<file path="src/hw/rtl/blprd_pkg.sv">
// ----------------------------------------------------------------------------
// Long-press detector package
// Shared widths, the reset limit, the per-button event type and the
// lowest-set-bit helper used by the merge stage.
// ----------------------------------------------------------------------------
package blprd_pkg;

   localparam int LEVEL_WIDTH = 16;
   localparam int TIME_WIDTH  = 32;
   localparam int LIMIT_WIDTH = 16;
   localparam int FIRST_WIDTH = 4;

   localparam logic [LIMIT_WIDTH-1:0] LIMIT_RESET = 16'd1000;

   typedef struct packed {
      logic long_hit;
      logic release_hit;
   } lane_event_type;

   function automatic logic [FIRST_WIDTH-1:0] lowest_bit(input logic [LEVEL_WIDTH-1:0] m);
      logic [FIRST_WIDTH-1:0] b;
      b = '0;
      for (int i = LEVEL_WIDTH - 1; i >= 0; i--) begin
         if (m[i]) begin
            b = FIRST_WIDTH'(i);
         end
      end
      return b;
   endfunction

endpackage

</file>
<file path="src/hw/rtl/blprd_lane.sv">
// ----------------------------------------------------------------------------
// Long-press detector lane
// Tracks one button: its last level, the time of its press and whether
// the current press has already been reported as long.
// ----------------------------------------------------------------------------
module blprd_lane (
   input  logic                                clock,
   input  logic                                reset,
   input  logic                                enable,
   input  logic                                pressed,
   input  logic [blprd_pkg::TIME_WIDTH-1:0]    time_ms,
   input  logic [blprd_pkg::LIMIT_WIDTH-1:0]   limit,
   output blprd_pkg::lane_event_type           event_out
);

   logic                               prev_pressed_ff;
   logic                               prev_pressed_in;
   logic                               flag_ff;
   logic                               flag_in;
   logic [blprd_pkg::TIME_WIDTH-1:0]   start_ff;
   logic [blprd_pkg::TIME_WIDTH-1:0]   start_in;
   logic [blprd_pkg::TIME_WIDTH-1:0]   held;

   assign held = time_ms - start_ff;

   always_comb begin
      prev_pressed_in       = prev_pressed_ff;
      flag_in               = flag_ff;
      start_in              = start_ff;
      event_out.long_hit    = 1'b0;
      event_out.release_hit = 1'b0;
      if (pressed && !prev_pressed_ff) begin
         start_in = time_ms;
         flag_in  = 1'b0;
      end else if (pressed) begin
         if (held >= {{(blprd_pkg::TIME_WIDTH-blprd_pkg::LIMIT_WIDTH){1'b0}}, limit}
             && !flag_ff) begin
            flag_in            = 1'b1;
            event_out.long_hit = 1'b1;
         end
      end else if (prev_pressed_ff) begin
         event_out.release_hit = !flag_ff;
         flag_in               = 1'b0;
      end
      if (enable) begin
         prev_pressed_in = pressed;
      end else begin
         flag_in  = flag_ff;
         start_in = start_ff;
      end
   end

   always_ff @(posedge clock) begin
      if (reset) begin
         prev_pressed_ff <= 1'b0;
         flag_ff         <= 1'b0;
      end else begin
         prev_pressed_ff <= prev_pressed_in;
         flag_ff         <= flag_in;
      end
   end

   always_ff @(posedge clock) begin
      start_ff <= start_in;
   end

endmodule

</file>
<file path="src/hw/rtl/blprd_merge.sv">
// ----------------------------------------------------------------------------
// Long-press detector merge stage
// Combines the lane masks into the summary flags and the lowest event bit,
// and holds the finished result in the output register.
// ----------------------------------------------------------------------------
module blprd_merge (
   input  logic                                 clock,
   input  logic                                 reset,
   input  logic                                 in_valid,
   output logic                                 in_ready,
   input  logic [blprd_pkg::LEVEL_WIDTH-1:0]    long_mask,
   input  logic [blprd_pkg::LEVEL_WIDTH-1:0]    release_mask,
   output logic                                 rsp_valid,
   input  logic                                 rsp_ready,
   output logic                                 rsp_any_event,
   output logic                                 rsp_long_press_seen,
   output logic                                 rsp_release_seen,
   output logic                                 rsp_first_bit_valid,
   output logic [blprd_pkg::FIRST_WIDTH-1:0]    rsp_first_bit,
   output logic [blprd_pkg::LEVEL_WIDTH-1:0]    rsp_long_press_mask,
   output logic [blprd_pkg::LEVEL_WIDTH-1:0]    rsp_release_mask
);

   logic                                valid_ff;
   logic                                valid_in;
   logic                                load;
   logic                                long_any;
   logic                                rel_any;
   logic [blprd_pkg::LEVEL_WIDTH-1:0]   pick_mask;
   logic                                any_ff;
   logic                                long_ff;
   logic                                rel_ff;
   logic                                first_valid_ff;
   logic [blprd_pkg::FIRST_WIDTH-1:0]   first_ff;
   logic [blprd_pkg::FIRST_WIDTH-1:0]   first_in;
   logic [blprd_pkg::LEVEL_WIDTH-1:0]   long_mask_ff;
   logic [blprd_pkg::LEVEL_WIDTH-1:0]   rel_mask_ff;

   assign in_ready  = !valid_ff || rsp_ready;
   assign load      = in_valid && in_ready;
   assign valid_in  = load ? 1'b1 : (valid_ff && !rsp_ready);
   assign long_any  = |long_mask;
   assign rel_any   = |release_mask;
   assign pick_mask = long_any ? long_mask : release_mask;
   assign first_in  = blprd_pkg::lowest_bit(pick_mask);

   always_ff @(posedge clock) begin
      if (reset) begin
         valid_ff <= 1'b0;
      end else begin
         valid_ff <= valid_in;
      end
   end

   always_ff @(posedge clock) begin
      if (load) begin
         any_ff         <= long_any || rel_any;
         long_ff        <= long_any;
         rel_ff         <= rel_any;
         first_valid_ff <= long_any || rel_any;
         first_ff       <= first_in;
         long_mask_ff   <= long_mask;
         rel_mask_ff    <= release_mask;
      end
   end

   assign rsp_valid           = valid_ff;
   assign rsp_any_event       = any_ff;
   assign rsp_long_press_seen = long_ff;
   assign rsp_release_seen    = rel_ff;
   assign rsp_first_bit_valid = first_valid_ff;
   assign rsp_first_bit       = first_ff;
   assign rsp_long_press_mask = long_mask_ff;
   assign rsp_release_mask    = rel_mask_ff;

   a_any_matches_masks: assert property (@(posedge clock) disable iff (reset)
      rsp_valid |-> (rsp_any_event == ((rsp_long_press_mask != '0)
                                       || (rsp_release_mask != '0))))
      else $error("any_event disagrees with the masks");

   a_first_bit_set: assert property (@(posedge clock) disable iff (reset)
      (rsp_valid && rsp_first_bit_valid) |->
         (rsp_long_press_seen ? rsp_long_press_mask[rsp_first_bit]
                              : rsp_release_mask[rsp_first_bit]))
      else $error("first_bit does not name an event bit");

   a_no_event_zero: assert property (@(posedge clock) disable iff (reset)
      (rsp_valid && !rsp_first_bit_valid) |-> (rsp_first_bit == '0))
      else $error("first_bit not zero without an event");

   a_hold_on_stall: assert property (@(posedge clock) disable iff (reset)
      (rsp_valid && !rsp_ready) |=> (rsp_valid && $stable(rsp_first_bit)
                                     && $stable(rsp_long_press_mask)))
      else $error("result changed while stalled");

endmodule

</file>
<file path="src/hw/rtl/button_long_press_release_detector.sv">
// A scan's masks are registered in the lane stage, then the merge stage registers the result.
// Throughput: one scan per cycle while req_ready is high; all button lanes update in the transfer cycle.
// The lane stage and the merge stage each hold one item; input stops while both are full and the result is not taken.
// Reset: all buttons released, long-press flags clear, limit 1000 ms; press times
// are loaded on each press and need no reset.
// ----------------------------------------------------------------------------
// Button long-press and release detector
// One lane per button detects presses, long presses and short releases; a
// pipeline register collects the lane masks and the merge stage reports them.
// ----------------------------------------------------------------------------
module button_long_press_release_detector #(
   parameter int BUTTON_COUNT = 16
) (
   input  logic                                 clock,
   input  logic                                 reset,
   input  logic                                 req_valid,
   output logic                                 req_ready,
   input  logic [blprd_pkg::LEVEL_WIDTH-1:0]    req_button_levels,
   input  logic [blprd_pkg::TIME_WIDTH-1:0]     req_time_ms,
   output logic                                 rsp_valid,
   input  logic                                 rsp_ready,
   output logic                                 rsp_any_event,
   output logic                                 rsp_long_press_seen,
   output logic                                 rsp_release_seen,
   output logic                                 rsp_first_bit_valid,
   output logic [blprd_pkg::FIRST_WIDTH-1:0]    rsp_first_bit,
   output logic [blprd_pkg::LEVEL_WIDTH-1:0]    rsp_long_press_mask,
   output logic [blprd_pkg::LEVEL_WIDTH-1:0]    rsp_release_mask,
   input  logic                                 csr_write_enable,
   input  logic [blprd_pkg::LIMIT_WIDTH-1:0]    csr_write_data
);

   logic [blprd_pkg::LIMIT_WIDTH-1:0]   limit_ff;
   logic                                accept;
   logic                                s1_valid_ff;
   logic                                s1_valid_in;
   logic                                merge_ready;
   logic [blprd_pkg::LEVEL_WIDTH-1:0]   long_mask;
   logic [blprd_pkg::LEVEL_WIDTH-1:0]   rel_mask;
   logic [blprd_pkg::LEVEL_WIDTH-1:0]   long_mask_ff;
   logic [blprd_pkg::LEVEL_WIDTH-1:0]   rel_mask_ff;
   blprd_pkg::lane_event_type           events [BUTTON_COUNT];

   always_ff @(posedge clock) begin
      if (reset) begin
         limit_ff <= blprd_pkg::LIMIT_RESET;
      end else if (csr_write_enable) begin
         limit_ff <= csr_write_data;
      end
   end

   assign req_ready   = !s1_valid_ff || merge_ready;
   assign accept      = req_valid && req_ready;
   assign s1_valid_in = accept ? 1'b1 : (s1_valid_ff && !merge_ready);

   // Buttons beyond the input lines have no line and read as pressed.
   for (genvar i = 0; i < BUTTON_COUNT; i++) begin : g_lane
      logic pressed;
      if (i < blprd_pkg::LEVEL_WIDTH) begin : g_line
         assign pressed = ~req_button_levels[i];
      end else begin : g_noline
         assign pressed = 1'b1;
      end
      blprd_lane u_lane (
         .clock     (clock),
         .reset     (reset),
         .enable    (accept),
         .pressed   (pressed),
         .time_ms   (req_time_ms),
         .limit     (limit_ff),
         .event_out (events[i])
      );
   end

   for (genvar i = 0; i < blprd_pkg::LEVEL_WIDTH; i++) begin : g_mask
      if (i < BUTTON_COUNT) begin : g_used
         assign long_mask[i] = events[i].long_hit;
         assign rel_mask[i]  = events[i].release_hit;
      end else begin : g_unused
         assign long_mask[i] = 1'b0;
         assign rel_mask[i]  = 1'b0;
      end
   end

   always_ff @(posedge clock) begin
      if (reset) begin
         s1_valid_ff <= 1'b0;
      end else begin
         s1_valid_ff <= s1_valid_in;
      end
   end

   always_ff @(posedge clock) begin
      if (accept) begin
         long_mask_ff <= long_mask;
         rel_mask_ff  <= rel_mask;
      end
   end

   blprd_merge u_merge (
      .clock               (clock),
      .reset               (reset),
      .in_valid            (s1_valid_ff),
      .in_ready            (merge_ready),
      .long_mask           (long_mask_ff),
      .release_mask        (rel_mask_ff),
      .rsp_valid           (rsp_valid),
      .rsp_ready           (rsp_ready),
      .rsp_any_event       (rsp_any_event),
      .rsp_long_press_seen (rsp_long_press_seen),
      .rsp_release_seen    (rsp_release_seen),
      .rsp_first_bit_valid (rsp_first_bit_valid),
      .rsp_first_bit       (rsp_first_bit),
      .rsp_long_press_mask (rsp_long_press_mask),
      .rsp_release_mask    (rsp_release_mask)
   );

   a_no_overlap: assert property (@(posedge clock) disable iff (reset)
      s1_valid_ff |-> ((long_mask_ff & rel_mask_ff) == '0))
      else $error("a button both long-pressed and released in one scan");

   a_stage_holds: assert property (@(posedge clock) disable iff (reset)
      (s1_valid_ff && !merge_ready) |=> (s1_valid_ff && $stable(long_mask_ff)
                                         && $stable(rel_mask_ff)))
      else $error("lane stage changed while the merge stage stalled");

endmodule

</file>
<file path="config.mk">
export PLATFORM = sky130hd
export DESIGN_NAME = button_long_press_release_detector
export DESIGN_NICKNAME = d
export VERILOG_FILES = /design/src/hw/rtl/blprd_pkg.sv /design/src/hw/rtl/blprd_lane.sv /design/src/hw/rtl/blprd_merge.sv /design/src/hw/rtl/button_long_press_release_detector.sv
export SDC_FILE = /design/constraint.sdc
export NUM_CORES = 2
export LEC_CHECK = 0
export ABC_CLOCK_PERIOD_IN_PS = 12100
export BUFFER_PORTS_ARGS = -buffer_cell sky130_fd_sc_hd__buf_2
export CORE_UTILIZATION = 40
export CTS_BUF_LIST = sky130_fd_sc_hd__clkbuf_2 sky130_fd_sc_hd__clkbuf_4 sky130_fd_sc_hd__clkbuf_8
export CTS_CLUSTER_SIZE = 28
export DETAILED_ROUTE_END_ITERATION = 8
export PLACE_DENSITY = 0.54
export SLEW_MARGIN = 20
export SYNTH_ARGS = -nofsm -noshare
export SYNTH_HDL_FRONTEND = slang
export SYNTH_HIERARCHICAL = 1
export SYNTH_SLANG_ARGS = --single-unit
</file>
<file path="constraint.sdc">
create_clock -name clock -period 12.1 [get_ports clock]
set_clock_uncertainty 0.2 [all_clocks]
set_input_delay 2.42 -clock clock [delete_from_list [all_inputs] [get_ports clock]]
set_output_delay 2.42 -clock clock [all_outputs]
set_load 0.02 [all_outputs]
</file>
==> metrics.md <==
| Metric | Value |
|---|---|
| Status | finished clean |
| Pwr/cell area | approximately 110 nW/µm² |
| CTS root buf | clkbuf_8 |
| Commonest cells after routing, fill and taps aside | inv_1 (977), ha_1 (752), a21oi_1 (700) |
| Pwr Total | ~7.5 mW |
| DP HPWL | about 150 mm |
| Synth Cell Area | 61,500 µm² |
| Top Metal Used | met5 |
| DRT iter0 DRCs | between 4,000 and 5,000 |
| Final instance area | between 60,000 and 70,000 µm² |
| Pin count of the biggest net entering global routing | 49 |
| Synthesized Nets | about 8,000 |
| Cts hold-fix bufs | 0 |
| Area Overhead vs Synth | 8.38% |
| # Max-Cap Violations | 0 |
| Netlist cell types | around 110 |
| Die width | ~400 µm |
| Worst reg-to-reg setup slack | 6.94 ns |
| Ranking of synthesized cells by area | edfxtp_1 (28%), ha_1 (15%), inv_1 (6.0%) |
| DR vias/cell | between 5 and 6 |
| Hold Path End | u_merge/rsp_valid |
| CTS Buf Count | 121 |
| R2R cell count | 21 |
| #FFs+latches synth | ~630 |
| Antenna viol nets, final | 0 |
| Row cnt | around 140 |
| Postcts setup bufs | 0 |
| Total die area | 155,000 µm² |
| Worst skew pair latency | roughly 0.86 ns |
| Grt total ovfl | 0 |
| Pre-antenna DRT Iters | 6 |
| WL final | 211 mm |
| Least-Margin Pin Slew | about 1.2 ns |
| Final RePlAce weighted congestion | approximately 0.9 |
| DRT met1 WL | just under 100 mm |
| Pleak | about 28 nW |
| Crit path time final | 7.05 ns |
| Clk buf depth | 3 |
| CP Data Required Time | between 10 and 15 ns |
| Async set or reset register ratio after synthesis | 0 |
| Worst Path Arrival | roughly 7.4 ns |
| Share of cells above drive strength 1 | 0.0929 |
| CTS clk-pin slew, worst paths | around 0.060 ns |
| Post-CTS resize count | 0 |
| Cell taking the most area after synthesis | edfxtp_1 |
| # DRC | 0 |
| First-pass GRT wire length | approximately 320 mm |
| I/O Buffers | between 100 and 150 |
| Fmax | between 100 and 150 MHz |
| Max Fanout on Critical Path | 32 |
| Initial Util | 0.404 |
| Initial antenna violation count | 23 |
| Hold path depth | 2 |
| H-tree levels | 3 |
| Startpoint types | input pin |
| Tot GR Track Use | 0.264 |
| Synth warn | 6 |
| Crit Path Category | input pin to flop |
| Num ports | between 100 and 150 |
| Peak supply drop | about 0.095 mV |
| Slew HR | 0.211 |
| Critical R2R Launch | g_lane[14].u_lane/start_ff[4] |
| Most common cell after layout, fill and taps aside | inv_1 |
| Mean Syn Cell Area | ~8.6 µm² |
| Clock sinks | roughly 630 |
| Final setup viols | 0 |
| TritonCTS clock tree | built |
| Hold_sp | s1_valid_ff |
| R2r endpoint | long_mask_ff[14] |
| Final core utilization | 0.437 |
| Post-layout nets | 8,069 |
| Via Count | ~55,000 |
| Worst Setup End Kind | flop |
| Yosys top cell area share | 0.285 |
| Die H | approximately 390 µm |
| Syn Inst Count | between 7,000 and 8,000 |
| Final period utilization | 0.583 |
| Hold Violations, Final | 0 |
| Core area | around 150,000 µm² |
| Post-DR wirelength/cell | roughly 22 µm |
| Final Max Tran Viols | 0 |
| Hold crit path type | flop to flop |
| Seq/Total Area, Yosys | 0.301 |
| Vias in the first global route | 51,730 |
| RSZ-0062 raised after global routing | no |
| Synth Flop Type | edfxtp_1 |
| Length of routed met3 wiring | roughly 14 mm |
| Routed length on met2 | a little over 90 mm |
| Setup TNS | 0 ns |
| Post-synth EDFFs | slightly below 600 |
| Cell Area, Placed | about 64,000 µm² |
-- worst max path at each step --
stage / from / end / slack, ns
6_report: req_time_ms[0] / long_mask_ff[14] / 5.05
4_1_cts: req_time_ms[0] / long_mask_ff[14] / 5.19
3_5_place_dp: req_time_ms[0] / long_mask_ff[0] / 4.23
5_1_grt: req_time_ms[0] / long_mask_ff[10] / 4.68
2_1_floorplan: req_time_ms[4] / long_mask_ff[0] / 5.43
3_3_place_gp: req_time_ms[4] / long_mask_ff[14] / 4.28
-- power breakdown --
part	switching (mW)	internal, mW	leakage, nW
clock	1.05	1.40	1.43
combinational	1.56	0.893	21.0
sequential	0.0684	2.51	5.87
total	2.67	4.80	28.3
-- state kept, by name, summed over array words and instances, names as in the netlist --
register	cells
u_merge/rsp_first_bit_valid	1
g_lane.u_lane/prev_pressed_ff	16
long_mask_ff	16
u_merge/rsp_long_press_mask	16
u_merge/rsp_valid	1
rel_mask_ff	16
limit_ff	16
g_lane.u_lane/start_ff	512
u_merge/rsp_release_seen	1
u_merge/rsp_first_bit	4
u_merge/rsp_release_mask	16
g_lane.u_lane/flag_ff	16
u_merge/rsp_long_press_seen	1
s1_valid_ff	1
-- synth_stat cells, types with 25 or more instances --
cell and n:
and3_1 40, a21oi_2 27, buf_2 117, o31ai_1 53, inv_1 977, nor3b_1 35, nor2_1 386, nor2b_1 48
a21oi_1 700, buf_6 32, a31oi_1 57, clkbuf_1 77, xnor2_1 163, o221ai_1 28, nand2b_1 54, edfxtp_1 583
a211oi_1 93, nor4_1 50, o211ai_1 67, o2111ai_1 53, nor3_1 166, and4_1 53, and2_1 28, dfxtp_1 50
nand4_1 171, nand3_1 136, a2111oi_0 25, o21ai_0 401, a211o_1 42, o21a_1 100, xor2_1 162, ha_1 752
a21o_1 151, nand2_1 591, o21bai_1 56, o21ai_1 34, or3_1 41
-- kinds of logic (layout without fill, tap and decap cells) --
kind of cell	Yosys count	in the layout	synth area share
other cells	0	5	0
compound gates	2186	2186	0.237
fa+ha+maj	768	768	0.158
buf+inv	1210	1384	0.0805
xor+xnor	326	326	0.0466
flops	633	633	0.301
simple gates	2022	2022	0.173
mux	19	19	0.00313
-- per-stage QoR --
step / hold WS, ns / cells / worst slack [ns]
final: 0.269 / 9373 / 5.05
after global placement: 0.249 / 9139 / 4.28
after floorplan: 0.228 / 7164 / 5.43
after detailed placement: 0.254 / 9139 / 4.23
after CTS: 0.267 / 9368 / 5.19
after global routing: 0.282 / 9369 / 4.68
-- area by class of cell --
class                      count  area, µm²
inverter                     981       3680
sequential                   633      18500
multi-input combinational   5321      38100
clock inverter                73        764
timing repair buffer         174       1030
fill                       15149      85600
tap                         2030       2540
clock buffer                 156       1980
antenna                        5       12.5
-- critical path: stages --
cell	delay, ns
buf_2	0.70
inv_1	0.11
ha_1	0.26
nor2b_1	0.17
o2111a_1	0.28
o21ai_0	0.15
nor2_1	0.13
nor2_1	0.07
o21ai_0	0.31
a31oi_1	0.17
o21a_1	0.22
xnor2_1	0.13
ha_1	0.30
nand4_1	0.13
or4_1	0.13
o32a_1	0.14
nand4_1	0.11
a2111oi_2	0.35
nand4b_1	0.14
or4_1	0.50
nor4_2	0.40
nor3_1	0.08
-- layer usage --
| metal | GRT usage | vias to the layer above |
|---|---|---|
| li1 | - | 26537 |
| met1 | 0.377 | 26500 |
| met2 | 0.408 | 1738 |
| met3 | 0.0382 | 278 |
| met4 | 0.0812 | 6 |
| met5 | 0 | - |
Note: power is estimated with default switching activity, not from simulation.
